==> src/thwl_pkg.sv <==
// Shared types, constants and helpers of the two-wire handshake link.
package thwl_pkg;

  localparam int BUFFER_DEPTH = 512;
  localparam int PTR_W        = $clog2(BUFFER_DEPTH);
  localparam int CNT_W        = 9;
  localparam int BIT_CNT_W    = 4;
  localparam int BYTE_W       = 8;
  localparam int OP_W         = 2;

  typedef logic [PTR_W-1:0]  ptr_t;
  typedef logic [BYTE_W-1:0] byte_t;

  typedef enum logic [OP_W-1:0] {
    OP_LINE = 2'd0,
    OP_PUSH = 2'd1,
    OP_POP  = 2'd2
  } op_code_t;

  typedef enum logic [1:0] {
    REQ_NONE,
    REQ_LINE,
    REQ_PUSH,
    REQ_POP
  } req_kind_t;

  typedef enum logic [1:0] {
    PH_FLOAT = 2'd0,
    PH_RING  = 2'd1,
    PH_TIP   = 2'd2
  } phase_t;

  typedef struct packed {
    req_kind_t kind;
    logic      tip_level;
    logic      ring_level;
    byte_t     byte_in;
  } req_t;

  localparam logic [BIT_CNT_W-1:0] BITS_PER_BYTE = BIT_CNT_W'(BYTE_W);
  localparam logic [BIT_CNT_W-1:0] LAST_BIT      = BIT_CNT_W'(BYTE_W - 1);

  function automatic ptr_t ptr_inc(input ptr_t p);
    ptr_t res;
    if (p == PTR_W'(BUFFER_DEPTH - 1)) begin
      res = '0;
    end else begin
      res = p + PTR_W'(1);
    end
    return res;
  endfunction

  function automatic logic [CNT_W-1:0] fill_count(input ptr_t wp, input ptr_t rp);
    logic [PTR_W:0] sum;
    sum = {1'b0, wp} - {1'b0, rp};
    if (wp < rp) begin
      sum = sum + (PTR_W+1)'(BUFFER_DEPTH);
    end
    return CNT_W'(sum);
  endfunction

endpackage

==> src/two_wire_handshake_link.sv <==
// Top level of the two-wire handshake link with its byte ring buffer.
// A request passes from the two-entry front queue to the result register; one that needs
// a byte from the buffer (a pop, or a send step that loads a new byte) first waits for the
// single registered read port. Throughput: one request per cycle while results are taken
// and no buffer read is awaited. Reset (rst_n low, synchronous) empties the buffer, clears
// the transmitter, idles the line phase and selects receive mode; no clearing pass.
module two_wire_handshake_link (
  input  logic       clk,
  input  logic       rst_n,
  input  logic       in_valid,
  output logic       in_ready,
  input  logic [1:0] in_operation,
  input  logic       in_tip_level,
  input  logic       in_ring_level,
  input  logic [7:0] in_byte_in,
  output logic       out_valid,
  input  logic       out_ready,
  output logic       out_tip_pull_low,
  output logic       out_ring_pull_low,
  output logic [7:0] out_byte_out,
  output logic       out_byte_valid,
  output logic       out_push_accepted,
  output logic       out_sending_active,
  output logic       out_link_error,
  output logic [8:0] out_buffer_count,
  input  logic       cfg_valid,
  output logic       cfg_ready,
  input  logic       cfg_link_mode
);

  logic           q_valid;
  thwl_pkg::req_t q_req;
  logic           q_pop;

  thwl_front u_front (
    .clk           (clk),
    .rst_n         (rst_n),
    .in_valid      (in_valid),
    .in_ready      (in_ready),
    .in_operation  (in_operation),
    .in_tip_level  (in_tip_level),
    .in_ring_level (in_ring_level),
    .in_byte_in    (in_byte_in),
    .q_valid       (q_valid),
    .q_req         (q_req),
    .q_pop         (q_pop)
  );

  thwl_back u_back (
    .clk                (clk),
    .rst_n              (rst_n),
    .q_valid            (q_valid),
    .q_req              (q_req),
    .q_pop              (q_pop),
    .cfg_valid          (cfg_valid),
    .cfg_ready          (cfg_ready),
    .cfg_link_mode      (cfg_link_mode),
    .out_valid          (out_valid),
    .out_ready          (out_ready),
    .out_tip_pull_low   (out_tip_pull_low),
    .out_ring_pull_low  (out_ring_pull_low),
    .out_byte_out       (out_byte_out),
    .out_byte_valid     (out_byte_valid),
    .out_push_accepted  (out_push_accepted),
    .out_sending_active (out_sending_active),
    .out_link_error     (out_link_error),
    .out_buffer_count   (out_buffer_count)
  );

endmodule

==> src/thwl_front.sv <==
// Front end: accepts requests, decodes the operation and queues them.
module thwl_front (
  input  logic              clk,
  input  logic              rst_n,
  input  logic              in_valid,
  output logic              in_ready,
  input  logic [1:0]        in_operation,
  input  logic              in_tip_level,
  input  logic              in_ring_level,
  input  logic [7:0]        in_byte_in,
  output logic              q_valid,
  output thwl_pkg::req_t    q_req,
  input  logic              q_pop
);

  thwl_pkg::req_t q_r [2];
  logic           wr_sel_r, wr_sel_nxt;
  logic           rd_sel_r, rd_sel_nxt;
  logic [1:0]     count_r, count_nxt;
  logic           push;
  logic           pop;
  thwl_pkg::req_t decoded;

  always_comb begin
    decoded.tip_level  = in_tip_level;
    decoded.ring_level = in_ring_level;
    decoded.byte_in    = in_byte_in;
    case (in_operation)
      thwl_pkg::OP_LINE: decoded.kind = thwl_pkg::REQ_LINE;
      thwl_pkg::OP_PUSH: decoded.kind = thwl_pkg::REQ_PUSH;
      thwl_pkg::OP_POP:  decoded.kind = thwl_pkg::REQ_POP;
      default:           decoded.kind = thwl_pkg::REQ_NONE;
    endcase
  end

  assign in_ready = (count_r != 2'd2);
  assign q_valid  = (count_r != 2'd0);
  assign q_req    = q_r[rd_sel_r];
  assign push     = in_valid && in_ready;
  assign pop      = q_pop && q_valid;

  always_comb begin
    wr_sel_nxt = push ? ~wr_sel_r : wr_sel_r;
    rd_sel_nxt = pop ? ~rd_sel_r : rd_sel_r;
    count_nxt  = count_r + {1'b0, push} - {1'b0, pop};
  end

  always_ff @(posedge clk) begin
    if (!rst_n) begin
      wr_sel_r <= 1'b0;
      rd_sel_r <= 1'b0;
      count_r  <= 2'd0;
    end else begin
      wr_sel_r <= wr_sel_nxt;
      rd_sel_r <= rd_sel_nxt;
      count_r  <= count_nxt;
    end
  end

  always_ff @(posedge clk) begin
    if (push) begin
      q_r[wr_sel_r] <= decoded;
    end
  end

endmodule

==> src/thwl_back.sv <==
// Back end: line protocol, byte ring buffer and result register.
module thwl_back (
  input  logic              clk,
  input  logic              rst_n,
  input  logic              q_valid,
  input  thwl_pkg::req_t    q_req,
  output logic              q_pop,
  input  logic              cfg_valid,
  output logic              cfg_ready,
  input  logic              cfg_link_mode,
  output logic              out_valid,
  input  logic              out_ready,
  output logic              out_tip_pull_low,
  output logic              out_ring_pull_low,
  output logic [7:0]        out_byte_out,
  output logic              out_byte_valid,
  output logic              out_push_accepted,
  output logic              out_sending_active,
  output logic              out_link_error,
  output logic [8:0]        out_buffer_count
);

  thwl_pkg::byte_t mem [thwl_pkg::BUFFER_DEPTH];
  thwl_pkg::byte_t mem_q_r;

  thwl_pkg::ptr_t                    rp_r, rp_nxt;
  thwl_pkg::ptr_t                    wp_r, wp_nxt;
  logic [thwl_pkg::BIT_CNT_W-1:0]    bc_r, bc_nxt;
  thwl_pkg::byte_t                   sr_r, sr_nxt;
  thwl_pkg::phase_t                  ph_r, ph_nxt;
  logic                              txen_r, txen_nxt;
  logic                              mode_r;
  logic                              rd_done_r, rd_done_nxt;

  logic                              out_valid_r, out_valid_nxt;
  logic                              tip_low_r, ring_low_r;
  thwl_pkg::byte_t                   byte_out_r;
  logic                              byte_valid_r, push_acc_r, sending_r, error_r;
  logic [thwl_pkg::CNT_W-1:0]        count_r;

  logic                              wr_en;
  thwl_pkg::ptr_t                    wr_addr;
  thwl_pkg::byte_t                   wr_data;
  logic                              err;
  thwl_pkg::byte_t                   got;
  logic                              valid_pop;
  logic                              accepted;
  logic                              do_send;
  logic                              fwd;
  logic                              uses_mem;
  logic                              bit_val;
  thwl_pkg::byte_t                   load_byte;
  logic                              out_free;
  logic                              fire;
  logic                              cfg_fire;
  logic                              sending;
  logic                              tip_low, ring_low;

  assign sending   = mode_r;
  assign cfg_ready = 1'b1;
  assign cfg_fire  = cfg_valid && cfg_ready;

  always_comb begin
    rp_nxt    = rp_r;
    wp_nxt    = wp_r;
    bc_nxt    = bc_r;
    sr_nxt    = sr_r;
    ph_nxt    = ph_r;
    txen_nxt  = txen_r;
    wr_en     = 1'b0;
    wr_addr   = wp_r;
    wr_data   = q_req.byte_in;
    err       = 1'b0;
    got       = '0;
    valid_pop = 1'b0;
    accepted  = 1'b0;
    do_send   = 1'b0;
    fwd       = 1'b0;
    uses_mem  = 1'b0;
    bit_val   = 1'b0;
    load_byte = mem_q_r;

    case (q_req.kind)
      thwl_pkg::REQ_LINE: begin
        if (sending) begin
          do_send = txen_r;
        end else begin
          if (ph_r == thwl_pkg::PH_FLOAT && !q_req.tip_level) begin
            ph_nxt  = thwl_pkg::PH_TIP;
            bit_val = 1'b0;
          end else if (ph_r == thwl_pkg::PH_FLOAT && !q_req.ring_level) begin
            ph_nxt  = thwl_pkg::PH_RING;
            bit_val = 1'b1;
          end else if (ph_r == thwl_pkg::PH_TIP && q_req.tip_level) begin
            ph_nxt = thwl_pkg::PH_FLOAT;
          end else if (ph_r == thwl_pkg::PH_RING && q_req.ring_level) begin
            ph_nxt = thwl_pkg::PH_FLOAT;
          end else begin
            err = 1'b1;
          end
          // shift in a bit on a new line pull
          if (ph_r == thwl_pkg::PH_FLOAT && !err) begin
            sr_nxt = {bit_val, sr_r[thwl_pkg::BYTE_W-1:1]};
            bc_nxt = bc_r + thwl_pkg::BIT_CNT_W'(1);
            if (bc_nxt == thwl_pkg::BITS_PER_BYTE) begin
              wr_en   = 1'b1;
              wr_addr = wp_r;
              wr_data = sr_nxt;
              wp_nxt  = thwl_pkg::ptr_inc(wp_r);
              bc_nxt  = '0;
              if (wp_nxt == rp_r) begin
                err = 1'b1;
              end
            end
          end
        end
      end
      thwl_pkg::REQ_PUSH: begin
        if (sending && thwl_pkg::ptr_inc(wp_r) != rp_r) begin
          wr_en    = 1'b1;
          wr_addr  = wp_r;
          wr_data  = q_req.byte_in;
          wp_nxt   = thwl_pkg::ptr_inc(wp_r);
          accepted = 1'b1;
          fwd      = (rp_r == wp_r);
          if (!txen_r) begin
            txen_nxt = 1'b1;
            do_send  = 1'b1;
          end
        end
      end
      thwl_pkg::REQ_POP: begin
        if (!sending && rp_r != wp_r) begin
          got       = mem_q_r;
          uses_mem  = 1'b1;
          rp_nxt    = thwl_pkg::ptr_inc(rp_r);
          valid_pop = 1'b1;
        end
      end
      default: begin
      end
    endcase

    if (do_send) begin
      if (ph_r == thwl_pkg::PH_FLOAT) begin
        if (rp_nxt == wp_nxt && bc_r == '0) begin
          txen_nxt = 1'b0;
        end else if (!q_req.tip_level || !q_req.ring_level) begin
          err = 1'b1;
        end else begin
          if (bc_r == '0) begin
            load_byte = fwd ? q_req.byte_in : mem_q_r;
            uses_mem  = !fwd;
            rp_nxt    = thwl_pkg::ptr_inc(rp_nxt);
            bit_val   = load_byte[0];
            sr_nxt    = load_byte >> 1;
            bc_nxt    = thwl_pkg::LAST_BIT;
          end else begin
            bit_val = sr_r[0];
            sr_nxt  = sr_r >> 1;
            bc_nxt  = bc_r - thwl_pkg::BIT_CNT_W'(1);
          end
          ph_nxt = bit_val ? thwl_pkg::PH_RING : thwl_pkg::PH_TIP;
        end
      end else if (ph_r == thwl_pkg::PH_TIP && !q_req.ring_level) begin
        ph_nxt = thwl_pkg::PH_FLOAT;
      end else if (ph_r == thwl_pkg::PH_RING && !q_req.tip_level) begin
        ph_nxt = thwl_pkg::PH_FLOAT;
      end else begin
        err = 1'b1;
      end
    end

    if (err) begin
      rp_nxt   = '0;
      wp_nxt   = '0;
      bc_nxt   = '0;
      sr_nxt   = '0;
      ph_nxt   = thwl_pkg::PH_FLOAT;
      txen_nxt = 1'b0;
    end

    if (sending) begin
      tip_low  = (ph_nxt == thwl_pkg::PH_TIP);
      ring_low = (ph_nxt == thwl_pkg::PH_RING);
    end else begin
      ring_low = (ph_nxt == thwl_pkg::PH_TIP);
      tip_low  = (ph_nxt == thwl_pkg::PH_RING);
    end
  end

  // hold a request that reads the buffer until the registered buffer read completes
  assign out_free = !out_valid_r || out_ready;
  assign fire     = q_valid && out_free && !(uses_mem && !rd_done_r);
  assign q_pop    = fire;

  always_comb begin
    rd_done_nxt = rd_done_r;
    if (fire || cfg_fire) begin
      rd_done_nxt = 1'b0;
    end else if (q_valid && out_free && uses_mem) begin
      rd_done_nxt = 1'b1;
    end
    out_valid_nxt = out_valid_r;
    if (fire) begin
      out_valid_nxt = 1'b1;
    end else if (out_ready) begin
      out_valid_nxt = 1'b0;
    end
  end

  always_ff @(posedge clk) begin
    if (!rst_n) begin
      rp_r        <= '0;
      wp_r        <= '0;
      bc_r        <= '0;
      sr_r        <= '0;
      ph_r        <= thwl_pkg::PH_FLOAT;
      txen_r      <= 1'b0;
      mode_r      <= 1'b0;
      rd_done_r   <= 1'b0;
      out_valid_r <= 1'b0;
    end else begin
      rd_done_r   <= rd_done_nxt;
      out_valid_r <= out_valid_nxt;
      if (cfg_fire) begin
        mode_r <= cfg_link_mode;
        rp_r   <= '0;
        wp_r   <= '0;
        bc_r   <= '0;
        sr_r   <= '0;
        ph_r   <= thwl_pkg::PH_FLOAT;
        txen_r <= 1'b0;
      end else if (fire) begin
        rp_r   <= rp_nxt;
        wp_r   <= wp_nxt;
        bc_r   <= bc_nxt;
        sr_r   <= sr_nxt;
        ph_r   <= ph_nxt;
        txen_r <= txen_nxt;
      end
    end
  end

  always_ff @(posedge clk) begin
    if (fire && wr_en) begin
      mem[wr_addr] <= wr_data;
    end
    mem_q_r <= mem[rp_r];
  end

  always_ff @(posedge clk) begin
    if (fire) begin
      tip_low_r    <= tip_low;
      ring_low_r   <= ring_low;
      byte_out_r   <= got;
      byte_valid_r <= valid_pop;
      push_acc_r   <= accepted;
      sending_r    <= sending && txen_nxt;
      error_r      <= err;
      count_r      <= thwl_pkg::fill_count(wp_nxt, rp_nxt);
    end
  end

  assign out_valid          = out_valid_r;
  assign out_tip_pull_low   = tip_low_r;
  assign out_ring_pull_low  = ring_low_r;
  assign out_byte_out       = byte_out_r;
  assign out_byte_valid     = byte_valid_r;
  assign out_push_accepted  = push_acc_r;
  assign out_sending_active = sending_r;
  assign out_link_error     = error_r;
  assign out_buffer_count   = count_r;

`ifndef ASSERT_OFF
  a_bit_count_range: assert property (@(posedge clk) disable iff (!rst_n)
    bc_r <= thwl_pkg::BITS_PER_BYTE)
    else $error("bit count beyond one byte");

  a_read_wait_once: assert property (@(posedge clk) disable iff (!rst_n)
    rd_done_r |=> !rd_done_r)
    else $error("buffer read wait longer than one cycle");

  a_rx_no_tx: assert property (@(posedge clk) disable iff (!rst_n)
    !mode_r |-> !txen_r)
    else $error("transmitter enabled in receive mode");

  a_error_empties: assert property (@(posedge clk) disable iff (!rst_n)
    (out_valid_r && error_r) |-> (count_r == '0 && !tip_low_r && !ring_low_r))
    else $error("error result with buffer or lines still held");
`endif

endmodule

==> config.mk <==
export PLATFORM = sky130hd
export DESIGN_NAME = two_wire_handshake_link
export DESIGN_NICKNAME = d
export VERILOG_FILES = /design/src/thwl_pkg.sv /design/src/two_wire_handshake_link.sv /design/src/thwl_front.sv /design/src/thwl_back.sv
export SDC_FILE = /design/constraint.sdc
export NUM_CORES = 2
export LEC_CHECK = 0
export ABC_CLOCK_PERIOD_IN_PS = 29100
export BUFFER_PORTS_ARGS = -buffer_cell sky130_fd_sc_hd__buf_2
export CORE_MARGIN = 2
export CORE_UTILIZATION = 45
export DETAILED_ROUTE_END_ITERATION = 16
export HOLD_SLACK_MARGIN = 0.1
export PLACE_DENSITY = 0.57
export SLEW_MARGIN = 20
export SYNTH_ARGS = -nofsm -noshare
export SYNTH_HDL_FRONTEND = slang
export SYNTH_HIERARCHICAL = 1
export SYNTH_MEMORY_MAX_BITS = 65536
export SYNTH_SLANG_ARGS = --single-unit
==> constraint.sdc <==
create_clock -name clk -period 29.1 [get_ports clk]
set_clock_uncertainty 0.1 [all_clocks]
set_input_delay 1.455 -clock clk [delete_from_list [all_inputs] [get_ports clk]]
set_output_delay 1.455 -clock clk [all_outputs]
set_load 0.01 [all_outputs]
==> results.tsv <==
metric	value	unit
route.detailed.drc	0	
die_x	609.3	um
met2_usage	35.43	%
postPlaceCellArea	170900	um^2
grt_util_all_layers	22.31	%
slew_headroom	20.90	%
syn2layout_area_growth	11.99	%
multi_input_area	37680	um^2
globalplace.congestion	0.8537	
grt_util_met3	4.076	%
drtAntennaViolNets	0	
yosys_warnings	6	
final_area	184600	um^2
synth-main-ff-cell	edfxtp_1	
synthCells	7379	
fin_crit_sh	33.57	%
clk_pin_slew	0.06	ns
fin_setup_tns	0	ns
crit_fanout	20	
async_reset_ff_share	0	%
clk_latency	0.97	ns
io_buffers	42	
setup_violations	0	
placed_cells	11958	
grt_pass1_wl	595300	um
critPathArrivalTime	10.36	ns
busiest_layer	met2	
synth_top_area_share	75.46	%
dr_total_vias	77553	
place_ws	19.46	ns
clkSinkCount	4192	
cts_setup_buffers	0	
timing.fmax	0.1024	GHz
criticalPathCategory	flip-flop to flip-flop	
drive_above_1_share	28.09	%
ctsHoldBuffers	0	
drt-pass1-iter-count	5	
power.leakage	54.35	nW
grt_pass1_vias	78262	
wire_per_inst	32.70	um
nNetsFinal	7618	
cpPeakStageDelay	0.83	ns
synth.distinct_cells	91	
antenna_found_initial	21	
num-fill-cells	28543	
cap_violations	0	
power_density	72.44	nW/um^2
synth_nets	7425	
die_area	371200	um^2
fin_crit	9.768	ns
fin_ws	19.33	ns
grt_max_degree	201	
ys_seq_area_share	76.05	%
peakVddDrop	0.00006038	V
ioPinCount	44	
wirelength	417200	um
met1_usage	32.62	%
rows	222	
crit_slowest_cell	nand3_1	
post_cts_resized	0	
drt_iter0_drc	9080	
cp_num_buf_inv	2	
clock_path_buffers	4	
start_util	45.14	%
start_kind	flip-flop	
syn_area	164900	um^2
cts_buffers	427	
tightestPinTransition	1.184	ns
die_h	609.3	um
hold_viol	0	
grt_overflow	0	
required	29.69	ns
coreArea	365300	um^2
critical-path-top-delay-family	compound AO/OA/AOI/OAI gates	
post-route-util	50.55	%
via_per_inst	6.079	
synth_seq_cells	4192	
cts_tree	done	
root_buffer	clkbuf_16	
synth_edf_count	4143	
cts.htree.levels	5	
stdcell_count	12758	
slew_viol_final	0	
dpl.hpwl	255400	um
yosys-top-cells-area	edfxtp_1 (75%), mux4_2 (18%), nor2_1 (1.3%)	
crit_path_end_kind	flip-flop	
rsz0062_at_grt	no	
syn_area_per_cell	22.34	um^2
hold_class	flip-flop to flip-flop	
status	complete, no violations	
yosysTopAreaCell	edfxtp_1	
regArea	125400	um^2
metal layers:
layer	share of wire, %	vias up
li1	-	31533
met1	42	42503
met2	48	3012
met3	7.4	495
met4	2.1	10
met5	0.017	-
worst register-to-register path: cells and delay by family (launching register included):
family          cells  cell delay (ns)
compound gates     12             3.39
xor+xnor            2             0.34
fa+ha+maj           4             1.44
buf+inv             2             0.45
flops               1             0.69
simple gates       10             3.10
synth_stat cells (18+ instances only):
master and count:
nor2_1 559, and2_1 26, o2bb2ai_1 19, xnor2_1 22, buf_1 185, dfxtp_1 49, mux2i_1 64, and3_1 18
mux2_2 31, nand2_1 214, clkbuf_1 204, inv_1 35, ha_1 27, nor3_1 22, nor2b_1 19, o21ai_0 34
buf_2 36, nand3_1 35, mux4_2 1328, a21oi_1 42, edfxtp_1 4143
registers in the layout (all words and copies together) (netlist names), 2 cells and up, named ones only:
signal / flops
u_back/bc_r: 4
u_back/sr_r: 8
u_back/rp_r: 9
u_back/wp_r: 9
u_back/ph_r: 2
u_front/count_r: 2
u_back/mem: 4096
u_back/mem_q_r: 8
u_back/out_buffer_count: 9
u_front/q_r: 24
u_back/out_byte_out: 8
cell usage in the layout (no fill, tap or decap), drive strengths merged, types with 7 or more instances in the layout:
cell type,n
mux4,1328
nand4,15
mux2i,64
o2bb2ai,20
and2,37
ha,27
o211ai,7
nand3,35
and3,19
clkbuf,509
xor2,10
nand2b,15
nand2,214
nor2b,19
a21oi,44
diode,8
a21o,14
edfxtp,4143
nor3,22
a211oi,19
clkinvlp,19
o31ai,8
clkinv,212
buf,203
xnor2,22
o31a,7
o21ai,38
dfxtp,49
a22o,13
mux2,31
bufinv,35
inv,54
a31oi,11
o22ai,12
nor2,565
report_power, final:
group          internal (mW)  total, mW  leakage, nW  switching [mW]
clock                   3.03       5.36         6.66            2.33
combinational          0.115      0.862         10.0           0.747
sequential              7.14       7.16         37.6          0.0151
total                   10.3       13.4         54.3            3.09
worst paths after layout:
kind / startpoint / to / slack [ns] / depth (start not counted)
hold / removal: u_back/sr_r[0] / u_back/sr_r[0] / 0.37 / 1
setup reg to reg: u_back/wp_r[0] / u_back/out_buffer_count[8] / 19.33 / 30
setup / recovery: u_back/wp_r[0] / u_back/out_buffer_count[8] / 19.33 / 30
hold reg to reg: u_back/sr_r[0] / u_back/sr_r[0] / 0.37 / 1
kinds of logic after synthesis:
logic type | share of synthesized area (%)
simple gates | 2.531
other cells | 0.002274
buf+inv | 1.166
compound gates | 1.121
fa+ha+maj | 0.2170
mux | 18.74
xor+xnor | 0.1700
flops | 76.05
per-stage QoR:
step	hold slack [ns]	power, mW
floorplan	0.3322	8.032
global placement	0.3553	8.124
detailed placement	0.3641	8.163
CTS	0.3778	13.50
global route	0.4086	13.79
finish	0.3745	13.38
layout make-up:
cell class	count	area share, %
Clock inverter	282	1.462
Sequential cell	4192	67.92
Multi-Input combinational cell	2710	20.41
Inverter	38	0.08131
Timing Repair Buffer	203	0.8897
Antenna cell	8	0.01084
Tap cell	4816	3.263
Clock buffer	509	5.964
Power figures use the tool's default switching activity.
